===== src/design/brs_pkg.sv =====
// Shared types, constants and controller encodings for the block range add / range sum unit.
// Used by brs_ram, brs_ctrl, brs_dpath and block_range_add_range_sum_unit; depends on nothing.

package brs_pkg;

   // Default build sizes.
   localparam int unsigned MAX_ELEMENTS_DEF = 1024;
   localparam int unsigned BLOCK_LEN_DEF    = 32;

   // Fixed field widths.
   localparam int unsigned IDX_W = 10;
   localparam int unsigned CFG_W = 11;
   localparam int unsigned VAL_W = 32;
   localparam int unsigned SUM_W = 64;

   // Reset value of the elements-in-use register.
   localparam logic [CFG_W-1:0] CFG_RESET = 11'd1024;

   // Operation codes carried in the func field.
   localparam logic [1:0] FUNC_WRITE  = 2'd0;
   localparam logic [1:0] FUNC_ADD    = 2'd1;
   localparam logic [1:0] FUNC_QUERY  = 2'd2;
   localparam logic [1:0] FUNC_IGNORE = 2'd3;

   // One request item.
   typedef struct packed {
      logic [1:0]              func;
      logic [IDX_W-1:0]        left_index;
      logic [IDX_W-1:0]        right_index;
      logic signed [VAL_W-1:0] value;
   } brs_req_type;

   // One result item.
   typedef struct packed {
      logic signed [SUM_W-1:0] range_sum;
      logic                    range_error;
   } brs_rsp_type;

   // Controller states.
   typedef enum logic [3:0] {
      ST_CLEAR,
      ST_IDLE,
      ST_QUOT,
      ST_BASE,
      ST_OPEN,
      ST_WALK,
      ST_WALK_END,
      ST_CLOSE,
      ST_MID,
      ST_MID_END,
      ST_WRITE_RD,
      ST_WRITE_WR,
      ST_DONE
   } brs_state_type;

   // Commands from the controller to the datapath; at most one is high in a cycle.
   typedef struct packed {
      logic clear;
      logic capture;
      logic quot;
      logic base;
      logic open;
      logic walk;
      logic close;
      logic mid;
      logic wr_read;
      logic wr_write;
      logic result;
   } brs_cmd_type;

   // Status from the datapath to the controller.
   typedef struct packed {
      logic       clear_last;
      logic [1:0] func;
      logic       range_bad;
      logic       at_last;
      logic       next_last;
      logic       pos_at_end;
      logic       rsp_free;
   } brs_status_type;

endpackage


===== src/design/brs_ctrl.sv =====
// Controller state machine for the block range add / range sum unit.
// Depends on brs_pkg for the state, command and status types.

module brs_ctrl (
   input  logic                    clock,
   input  logic                    reset,
   input  logic                    req_valid,
   output logic                    req_ready,
   input  brs_pkg::brs_status_type status,
   output brs_pkg::brs_cmd_type    cmd
);

   brs_pkg::brs_state_type state_ff;
   brs_pkg::brs_state_type state_in;

   // State register; reset starts the clearing sweep.
   always_ff @(posedge clock) begin
      if (reset) begin
         state_ff <= brs_pkg::ST_CLEAR;
      end else begin
         state_ff <= state_in;
      end
   end

   // Next state and commands.
   always_comb begin
      state_in  = state_ff;
      cmd       = '0;
      req_ready = 1'b0;
      unique case (state_ff)
         brs_pkg::ST_CLEAR: begin
            cmd.clear = 1'b1;
            if (status.clear_last) begin
               state_in = brs_pkg::ST_IDLE;
            end
         end
         brs_pkg::ST_IDLE: begin
            req_ready = 1'b1;
            if (req_valid) begin
               cmd.capture = 1'b1;
               state_in    = brs_pkg::ST_QUOT;
            end
         end
         brs_pkg::ST_QUOT: begin
            cmd.quot = 1'b1;
            if (status.func == brs_pkg::FUNC_IGNORE) begin
               state_in = brs_pkg::ST_IDLE;
            end else if (status.range_bad) begin
               state_in = brs_pkg::ST_DONE;
            end else if (status.func == brs_pkg::FUNC_WRITE) begin
               state_in = brs_pkg::ST_WRITE_RD;
            end else begin
               state_in = brs_pkg::ST_BASE;
            end
         end
         brs_pkg::ST_BASE: begin
            cmd.base = 1'b1;
            state_in = brs_pkg::ST_OPEN;
         end
         brs_pkg::ST_OPEN: begin
            cmd.open = 1'b1;
            state_in = brs_pkg::ST_WALK;
         end
         brs_pkg::ST_WALK: begin
            cmd.walk = 1'b1;
            if (status.pos_at_end) begin
               state_in = brs_pkg::ST_WALK_END;
            end
         end
         brs_pkg::ST_WALK_END: begin
            state_in = brs_pkg::ST_CLOSE;
         end
         brs_pkg::ST_CLOSE: begin
            cmd.close = 1'b1;
            if (status.at_last) begin
               state_in = brs_pkg::ST_DONE;
            end else if (status.next_last) begin
               state_in = brs_pkg::ST_OPEN;
            end else begin
               state_in = brs_pkg::ST_MID;
            end
         end
         brs_pkg::ST_MID: begin
            cmd.mid = 1'b1;
            if (status.next_last) begin
               state_in = brs_pkg::ST_MID_END;
            end
         end
         brs_pkg::ST_MID_END: begin
            state_in = brs_pkg::ST_OPEN;
         end
         brs_pkg::ST_WRITE_RD: begin
            cmd.wr_read = 1'b1;
            state_in    = brs_pkg::ST_WRITE_WR;
         end
         brs_pkg::ST_WRITE_WR: begin
            cmd.wr_write = 1'b1;
            state_in     = brs_pkg::ST_DONE;
         end
         brs_pkg::ST_DONE: begin
            if (status.rsp_free) begin
               cmd.result = 1'b1;
               state_in   = brs_pkg::ST_IDLE;
            end
         end
         default: begin
            state_in = brs_pkg::ST_IDLE;
         end
      endcase
   end

   // An accepted request always goes on to the block lookup.
   assert property (@(posedge clock) disable iff (reset)
      req_valid && req_ready |=> state_ff == brs_pkg::ST_QUOT)
      else $error("accepted request did not move to block lookup");

   // The datapath never sees two commands in one cycle.
   assert property (@(posedge clock) disable iff (reset) $onehot0(cmd))
      else $error("more than one datapath command in a cycle");

endmodule


===== config.mk =====
export PLATFORM = sky130hd
export DESIGN_NAME = brs_ctrl
export DESIGN_NICKNAME = d
export VERILOG_FILES = /design/src/design/brs_pkg.sv /design/src/design/brs_ctrl.sv
export SDC_FILE = /design/constraint.sdc
export NUM_CORES = 1
export LEC_CHECK = 0
export ABC_AREA = 0
export BUFFER_PORTS_ARGS = -buffer_cell sky130_fd_sc_hd__buf_4
export CAP_MARGIN = 5
export CORE_MARGIN = 2
export CORE_UTILIZATION = 30
export DETAILED_ROUTE_END_ITERATION = 10
export SYNTH_ARGS = -nofsm -noshare
export SYNTH_HDL_FRONTEND = slang
export SYNTH_SLANG_ARGS = --single-unit

===== constraint.sdc =====
create_clock -name clock -period 1.5 [get_ports clock]
set_clock_uncertainty 0.2 [all_clocks]
set_input_delay 0.15 -clock clock [delete_from_list [all_inputs] [get_ports clock]]
set_output_delay 0.15 -clock clock [all_outputs]
set_load 0.005 [all_outputs]

==> results of run 1 <==
[worst paths after layout]
path                from           to  cells past startpoint
min            status[4]  state_ff[0]                      5
min reg2reg  state_ff[1]  state_ff[3]                      2
max          state_ff[2]      cmd[10]                      5
max reg2reg  state_ff[3]  state_ff[2]                      5
[cell families (layout without fill, tap and decap cells)]
| kind of cell | count (synthesis) | count (layout) |
|---|---|---|
| AOI/OAI and AO/OA | 19 | 19 |
| buffers and inverters | 7 | 56 |
| DFF | 4 | 4 |
| muxes | 1 | 1 |
| and+or+nand+nor | 35 | 35 |
[layout make-up]
type	instances	area [sq um]
inverter	1	6.26
multi-input combinational	55	483
tap	16	20.0
clock buffer	3	22.5
sequential	4	92.6
fill	117	434
timing repair buffer	52	430
[cells in the final DEF (no fill, tap or decap), types with 2 or more instances in the layout]
| master | instances |
|---|---|
| clkbuf_4 | 3 |
| buf_4 | 41 |
| dfxtp_4 | 3 |
| a21oi_1 | 4 |
| nor3_4 | 2 |
| o21ai_0 | 2 |
| nor2_2 | 3 |
| nor2_1 | 6 |
| or2_4 | 2 |
| nor2_4 | 2 |
| nand2b_4 | 2 |
| buf_6 | 10 |
| nor3_2 | 3 |
| nand2_1 | 2 |
[worst register-to-register path, stage by stage (launching register included)]
cell     delay [ns]
dfxtp_4        0.36
buf_6          0.12
nor3b_4        0.15
o31ai_4        0.26
or3b_4         0.42
o22ai_2        0.13
[where the power goes]
part	total, W	internal, W	switching (W)
sequential	0.000245	0.000164	0.0000814
combinational	0.00141	0.000826	0.000580
clock	0.000133	0.0000895	0.0000439
[repair_timing]
action	CTS	global route
setup endpoints to repair	16	16
gates cloned	0	0
endpoints found under the hold margin	2	0
setup buffers	10	5
gates resized for setup	29	14
pin swaps	13	9
hold buffers	1	0
[metrics by stage]
stage               TNS (ns)  worst slack, ns  instance area [sq um]
global route           -2.86           -0.275                   1050
CTS                    -1.83           -0.196                    960
floorplan             -0.208          -0.0925                    498
global placement      -0.892           -0.270                    747
detailed placement    -0.843           -0.232                    747
finish                 -2.02           -0.228                   1050
[routing by layer]
layer	share of wire	global-route usage	up-vias
met5	0	0	-
met4	0.017	0.0788	0
met3	0.060	0.0458	4
met2	0.54	0.329	27
met1	0.39	0.265	331
li1	-	-	341
==> impl_metrics.py, run 1 <==
metrics = {
    "grt": {
        "grt_max_degree": 8,
        "overflow": 0,
        "grt_pass1_vias": 671,
        "grt_use_total": 0.205,
        "grt_pass1_wl_um": 2980,
        "antenna_found_initial": 0,
    },
    "synthesis": {
        "yosys.area.top_type": "dfxtp_1",
        "synth_seq_area_share": 0.169,
        "synthMuxAreaShare": 0.0238,
        "synthArstFlopShare": 0,
        "synth_flop_cell": "dfxtp_1",
        "yosysMostFrequentCell": "nor2_1",
        "synthCells": 66,
        "synth_edf_count": 0,
        "synth_fa_ha_area_frac": 0,
        "synth_nets": 77,
        "synth-compound-area-share": 0.317,
        "ys_ff_latch": 4,
        "yosysTopAreaCellShare": 0.169,
        "yosysUniqueCellTypes": 33,
        "synth_xor_xnor_area_share": 0,
        "ys_warn_count": 0,
        "synth_top_family_by_area": "simple AND/OR/NAND/NOR gates",
        "synth_area_sq_um": 473,
        "synthTopCellsByCount": "nor2_1, nor3_1, a21oi_1",
        "synth_area_per_cell_sq_um": 7.17,
        "yosys.area_share.simple": 0.410,
        "synthTopCellsByArea": "dfxtp_1, nor2_1, nor3_1",
    },
    "floorplanning": {
        "start_util": 0.318,
        "die_y_um": 43.7,
        "io_pins": 23,
        "core_region_area_sq_mm": 0.00149,
        "rows": 14,
        "die_w_um": 43.7,
        "dieArea_sq_mm": 0.00191,
    },
    "pwr": {
        "power_leakage_nw": 0.467,
        "finalPower_w": 0.00179,
        "vdd.ir_drop.worst_uv": 1370,
        "pwr_density_cell_mw_per_mm2": 1690,
    },
    "worst_setup_path": {
        "arrival_ns": 1.38,
        "crit_family": "simple AND/OR/NAND/NOR gates",
        "startpoint_type": "flip-flop",
        "crit_buf_inv": 3,
        "worstPathRequired_ns": 1.15,
        "endpoint_kind": "output pin",
        "cp_max_fo": 5,
        "crit_type": "reg2out",
        "slowest_stage": "dfxtp_4",
        "reg2reg_slack_ns": -0.21,
        "cpPeakStageDelay_ns": 0.36,
        "crit_path_frequent_cell": "buf_6",
        "crit_chain": "buf_6 > or2_4 > buf_6 > nor3_2 > buf_4",
    },
    "cells_and_area": {
        "regMostFlops": "state_ff",
        "syn_to_final_growth_pct": 123,
        "drive_gt1_frac": 0.757,
        "post-route-util": 0.708,
        "antenna_cells": 0,
        "largest_reg_flops": 4,
        "top_regs": "state_ff: 4 flops",
        "stdcell_count": 131,
        "final_nets": 128,
    },
    "timing": {
        "setup_viol": 15,
        "timing_hold_violations_final": 0,
        "min_period_ns": 1.73,
        "rsz0062_at_grt": "true",
        "drv_slew": 0,
        "max_clock_freq_ghz": 0.579,
        "slew_headroom": 0.827,
        "worst_pin_slew_ns": 0.260,
        "fin_crit_sh": 1.15,
        "holdWs_ns": 0.247,
        "finalWorstSetupSlack_ns": -0.228,
    },
    "clock_network": {
        "root_buffer": "clkbuf_4",
        "cts.sinks": 4,
        "cts_tree": "yes",
        "cts_buffer_depth": 2,
        "clkLatencyLatePin_ns": 0.23,
        "path_clk_slew_ns": 0.04,
        "htreeDepth": 1,
        "cts_made_buffers": 3,
    },
    "routing": {
        "drt_pass1_iterations": 4,
        "avgRoutedWirePerCell_um": 14.3,
        "antenna_left": 0,
        "vias": 703,
        "drc": 0,
        "drt-total-wl_um": 1870,
        "viasPerCell": 5.37,
        "drt_iter0_drc": 12,
    },
    "placement": {
        "gp_congestion": 0.795,
        "placedCellCount": 112,
        "dpl.hpwl_um": 1130,
        "port_buffers": 22,
    },
    "hold_path": {
        "hp-class": "in2reg",
    },
    "outcome": {
        "violations": "negative setup slack",
        "status": "complete, but fails checks",
    },
    "flow_run": {
        "cap_violations": 0,
    },
}
No activity file was read; power rests on OpenSTA's default activity.
==> run 2, diff against run 1 <==
--- a/config.mk
+++ b/config.mk
@@ -8,9 +8,10 @@
 export ABC_AREA = 0
 export BUFFER_PORTS_ARGS = -buffer_cell sky130_fd_sc_hd__buf_4
 export CAP_MARGIN = 5
-export CORE_MARGIN = 2
-export CORE_UTILIZATION = 30
+export CORE_AREA = 2 2 39 41
 export DETAILED_ROUTE_END_ITERATION = 10
+export DIE_AREA = 0 0 41 43
+export PLACE_DENSITY = 0.67
 export SYNTH_ARGS = -nofsm -noshare
 export SYNTH_HDL_FRONTEND = slang
 export SYNTH_SLANG_ARGS = --single-unit
==> impl_metrics.py, run 2 (synthesized netlist as in run 1, its figures left out) <==
metrics = {
    "hold_path": {
        "hp-start": "status[4]",
        "hold_depth": 5,
        "hp-class": "in2reg",
    },
    "grt": {
        "grt_use_total": 0.218,
        "use_met3": 0.0838,
        "grt_pass1_wl_um": 2530,
        "grt_use_met1": 0.225,
        "antenna_found_initial": 0,
        "grt_pass1_vias": 608,
        "grt_max_degree": 10,
        "grtUsageMet2": 0.369,
        "top_usage_layer": "met2",
        "overflow": 0,
    },
    "routing": {
        "drt-total-wl_um": 1910,
        "antenna_left": 0,
        "drt_iter0_drc": 16,
        "vias": 700,
        "drt_pass1_iterations": 4,
        "viasPerCell": 5.56,
        "drc": 0,
        "avgRoutedWirePerCell_um": 15.2,
    },
    "cells_and_area": {
        "multi_input_area_sq_um": 462,
        "top_regs": "state_ff: 4 flops",
        "drive_gt1_frac": 0.727,
        "syn_to_final_growth_pct": 109,
        "largest_reg_flops": 4,
        "seq_area_sq_um": 92.6,
        "stdcell_count": 126,
        "antenna_cells": 0,
        "fillers": 102,
        "regMostFlops": "state_ff",
        "final_nets": 123,
        "final_cell_mix": "buf_4, buf_6, nor2_1, a21oi_1",
        "post-route-util": 0.714,
        "design_area_sq_um": 988,
        "layout_commonest_cell": "buf_4",
    },
    "timing": {
        "drv_slew": 0,
        "max_clock_freq_ghz": 0.591,
        "setup_viol": 14,
        "worst_pin_slew_ns": 0.428,
        "fin_crit_sh": 1.13,
        "rsz0062_at_grt": "true",
        "fin_setup_tns_ns": -1.61,
        "min_period_ns": 1.69,
        "finalWorstSetupSlack_ns": -0.192,
        "slew_headroom": 0.712,
        "timing_hold_violations_final": 0,
    },
    "clock_network": {
        "clkLatencyLatePin_ns": 0.24,
        "cts_made_buffers": 3,
        "path_clk_slew_ns": 0.04,
        "htreeDepth": 1,
        "root_buffer": "clkbuf_4",
        "cts_tree": "yes",
        "cts.sinks": 4,
        "cts_buffer_depth": 2,
    },
    "placement": {
        "postPlaceCellArea_sq_um": 762,
        "dpl.hpwl_um": 1060,
        "port_buffers": 22,
        "place_ws_ns": -0.179,
        "placedCellCount": 114,
        "gp_congestion": 0.825,
    },
    "pwr": {
        "vdd.ir_drop.worst_uv": 895,
        "pwr_density_cell_mw_per_mm2": 1750,
        "power_leakage_nw": 0.434,
    },
    "worst_setup_path": {
        "arrival_ns": 1.34,
        "cp_max_fo": 7,
        "r2r_cells": 5,
        "worstReg2RegStart": "state_ff[2]",
        "crit_path_start": "state_ff[2]",
        "worstPathRequired_ns": 1.15,
        "crit_type": "reg2out",
        "startpoint_type": "flip-flop",
        "endpoint_kind": "output pin",
    },
    "floorplanning": {
        "die_y_um": 43,
        "io_pins": 23,
        "die_w_um": 41,
        "rows": 14,
        "dieArea_sq_mm": 0.00176,
        "core_region_area_sq_mm": 0.00138,
        "start_util": 0.342,
    },
    "outcome": {
        "status": "complete, but fails checks",
        "violations": "negative setup slack",
    },
    "flow_run": {
        "cap_violations": 0,
    },
}
-- run 2: power breakdown --
part	internal (W)	switching, W
Combinational	0.000773	0.000575
Clock	0.0000899	0.0000502
Sequential	0.000164	0.0000785
Total	0.00103	0.000704
-- run 2: layer usage --
| layer | vias up | routed length [um] |
|---|---|---|
| li1 | 328 | - |
| met5 | - | 0 |
| met4 | 0 | 9 |
| met3 | 2 | 124 |
| met2 | 29 | 961 |
| met1 | 341 | 816 |
-- run 2: per-stage QoR --
step / hold slack (ns) / power [W]
after CTS: 0.205 / 0.00147
after detailed placement: 0.144 / 0.00110
after global routing: 0.210 / 0.00184
final: 0.206 / 0.00173
after floorplan: 0.0224 / 0.000718
after global placement: 0.138 / 0.00110
-- run 2: area by class of cell --
class / instances / area share
clock buffers: 3 / 0.0228
flip-flops and latches: 4 / 0.0937
multi-input cells: 55 / 0.467
well taps: 16 / 0.0203
inverters: 1 / 0.00633
repair buffers: 47 / 0.390
-- run 2: worst paths after layout --
kind                      end  slack, ns
hold / removal    state_ff[1]       0.21
setup / recovery      cmd[10]      -0.19
hold reg to reg   state_ff[1]       0.48
setup reg to reg  state_ff[2]      -0.14
-- run 2: timing repair --
| action | CTS | global route |
|---|---|---|
| buffers inserted | 5 | 4 |
| pin swaps | 11 | 11 |
| resized for setup | 21 | 17 |
| endpoints found under the setup margin | 16 | 16 |
| gates cloned | 0 | 0 |
| hold buffers | 1 | 0 |
| endpoints found under the hold margin | 2 | 0 |
-- run 2: critical path, cell delays in order (launching register included) --
cell and delay (ns):
dfxtp_4 0.36, buf_6 0.12, or2_4 0.25, buf_6 0.14, nor3_4 0.10, buf_4 0.13
==> run 3, diff against run 2 <==
--- a/config.mk
+++ b/config.mk
@@ -11,6 +11,7 @@
 export CORE_AREA = 2 2 39 41
 export DETAILED_ROUTE_END_ITERATION = 10
 export DIE_AREA = 0 0 41 43
+export MAX_ROUTING_LAYER = met4
 export PLACE_DENSITY = 0.67
 export SYNTH_ARGS = -nofsm -noshare
 export SYNTH_HDL_FRONTEND = slang
==> impl_metrics.py, run 3 (synthesized netlist as in run 1, its figures left out) <==
metrics = {
    "outcome": {
        "status": "complete, but fails checks",
        "violations": "negative setup slack",
    },
    "worst_setup_path": {
        "cpPeakStageDelay_ns": 0.36,
        "cp_max_fo": 7,
        "crit_family": "buffers and inverters",
        "arrival_ns": 1.34,
        "crit_path_frequent_cell": "buf_6",
        "startpoint_type": "flip-flop",
        "endpoint_kind": "output pin",
        "reg2reg_slack_ns": -0.14,
        "worstPathRequired_ns": 1.15,
        "crit_type": "reg2out",
        "slowest_stage": "dfxtp_4",
        "crit_buf_inv": 3,
        "crit_chain": "buf_6 > or2_4 > buf_6 > nor3_4 > buf_4",
    },
    "routing": {
        "avgRoutedWirePerCell_um": 15.2,
        "drc": 0,
        "viasPerCell": 5.58,
        "vias": 703,
        "drt_iter0_drc": 16,
        "drt_pass1_iterations": 4,
        "antenna_left": 0,
        "drt-total-wl_um": 1910,
    },
    "pwr": {
        "pwr_density_cell_mw_per_mm2": 1750,
        "power_leakage_nw": 0.434,
        "combPwrFrac": 0.779,
        "p_int_w": 0.00103,
        "p_sw_frac": 0.407,
        "p_seq_frac": 0.140,
        "finalPower_w": 0.00173,
        "p_clk_frac": 0.081,
        "vdd.ir_drop.worst_uv": 895,
        "power.switching_w": 0.000704,
    },
    "timing": {
        "finalWorstSetupSlack_ns": -0.192,
        "min_period_ns": 1.69,
        "timing_hold_violations_final": 0,
        "max_clock_freq_ghz": 0.591,
        "holdWs_ns": 0.206,
        "slew_headroom": 0.712,
        "drv_slew": 0,
        "worst_pin_slew_ns": 0.428,
        "setup_viol": 14,
        "fin_setup_tns_ns": -1.61,
        "rsz0062_at_grt": "true",
        "fin_crit_sh": 1.13,
    },
    "cells_and_area": {
        "drive_gt1_frac": 0.727,
        "regMostFlops": "state_ff",
        "fillers": 102,
        "post-route-util": 0.714,
        "antenna_cells": 0,
        "largest_reg_flops": 4,
        "final_cell_mix": "buf_4, buf_6, nor2_1, a21oi_1",
        "syn_to_final_growth_pct": 109,
        "layout_commonest_cell": "buf_4",
        "seq_area_sq_um": 92.6,
        "final_nets": 123,
        "multi_input_area_sq_um": 462,
        "stdcell_count": 126,
        "top_regs": "state_ff: 4 flops",
    },
    "grt": {
        "overflow": 0,
        "grt_max_degree": 10,
        "grt_pass1_wl_um": 2520,
        "grt_use_total": 0.222,
        "grt_pass1_vias": 609,
        "antenna_found_initial": 0,
    },
    "floorplanning": {
        "start_util": 0.342,
        "rows": 14,
        "io_pins": 23,
        "core_region_area_sq_mm": 0.00138,
        "die_w_um": 41,
        "die_y_um": 43,
        "dieArea_sq_mm": 0.00176,
    },
    "clock_network": {
        "htreeDepth": 1,
        "root_buffer": "clkbuf_4",
        "path_clk_slew_ns": 0.04,
        "cts.sinks": 4,
        "cts_buffer_depth": 2,
        "cts_tree": "yes",
        "cts_made_buffers": 3,
        "clkLatencyLatePin_ns": 0.24,
    },
    "placement": {
        "placedCellCount": 114,
        "dpl.hpwl_um": 1060,
        "port_buffers": 22,
        "gp_congestion": 0.837,
    },
    "flow_run": {
        "cap_violations": 0,
    },
    "hold_path": {
        "hp-class": "in2reg",
    },
}
==> run 3: per-stage QoR <==
| step | instance area [sq um] | setup WS [ns] |
|---|---|---|
| 5_1_grt | 988 | -0.234 |
| 2_1_floorplan | 498 | -0.0925 |
| 4_1_cts | 895 | -0.186 |
| 3_5_place_dp | 762 | -0.179 |
| 6_report | 988 | -0.192 |
| 3_3_place_gp | 762 | -0.123 |
==> run 3: power groups by stage <==
stage | sequential [W] | clock, W | combinational, W
finish | 0.000243 | 0.000140 | 0.00135
global route | 0.000244 | 0.000161 | 0.00144
CTS | 0.000230 | 0.000142 | 0.00110
detailed placement | 0.000221 | 0 | 0.000878
global placement | 0.000222 | 0 | 0.000877
floorplan | 0.000170 | 0 | 0.000548
==> run 3: layout make-up <==
class,instances,area share
multi-input combinational,55,0.467
timing repair buffer,47,0.390
sequential,4,0.0937
clock buffer,3,0.0228
tap,16,0.0203
inverter,1,0.00633
==> run 3: worst min-delay path, stage by stage <==
cell and delay, ns:
buf_4 0.11, a21oi_1 0.11, or2_4 0.12, a22oi_2 0.04
nor2_1 0.07
==> run 3: path summary, 6_finish.rpt <==
check | start | endpoint | cells after the start
setup / recovery | state_ff[2] | cmd[10] | 5
hold / removal | status[4] | state_ff[1] | 5
setup reg to reg | state_ff[2] | state_ff[2] | 5
hold reg to reg | state_ff[0] | state_ff[1] | 3
==> run 3: routing by layer <==
metal  up-vias  share of wire  global-route usage
met4         0          0.012              0.0867
met3         4          0.065              0.0838
met2        29           0.50               0.369
met1       342           0.43               0.222
li1        328              -                   -
met5         -              0                   -
==> run 3: what timing repair did <==
item / in CTS / in global routing
buffers inserted: 5 / 4
endpoints found under the setup margin: 16 / 16
pin swaps: 11 / 11
hold buffers: 1 / 0
gates resized for setup: 21 / 17
endpoints found under the hold margin: 2 / 0
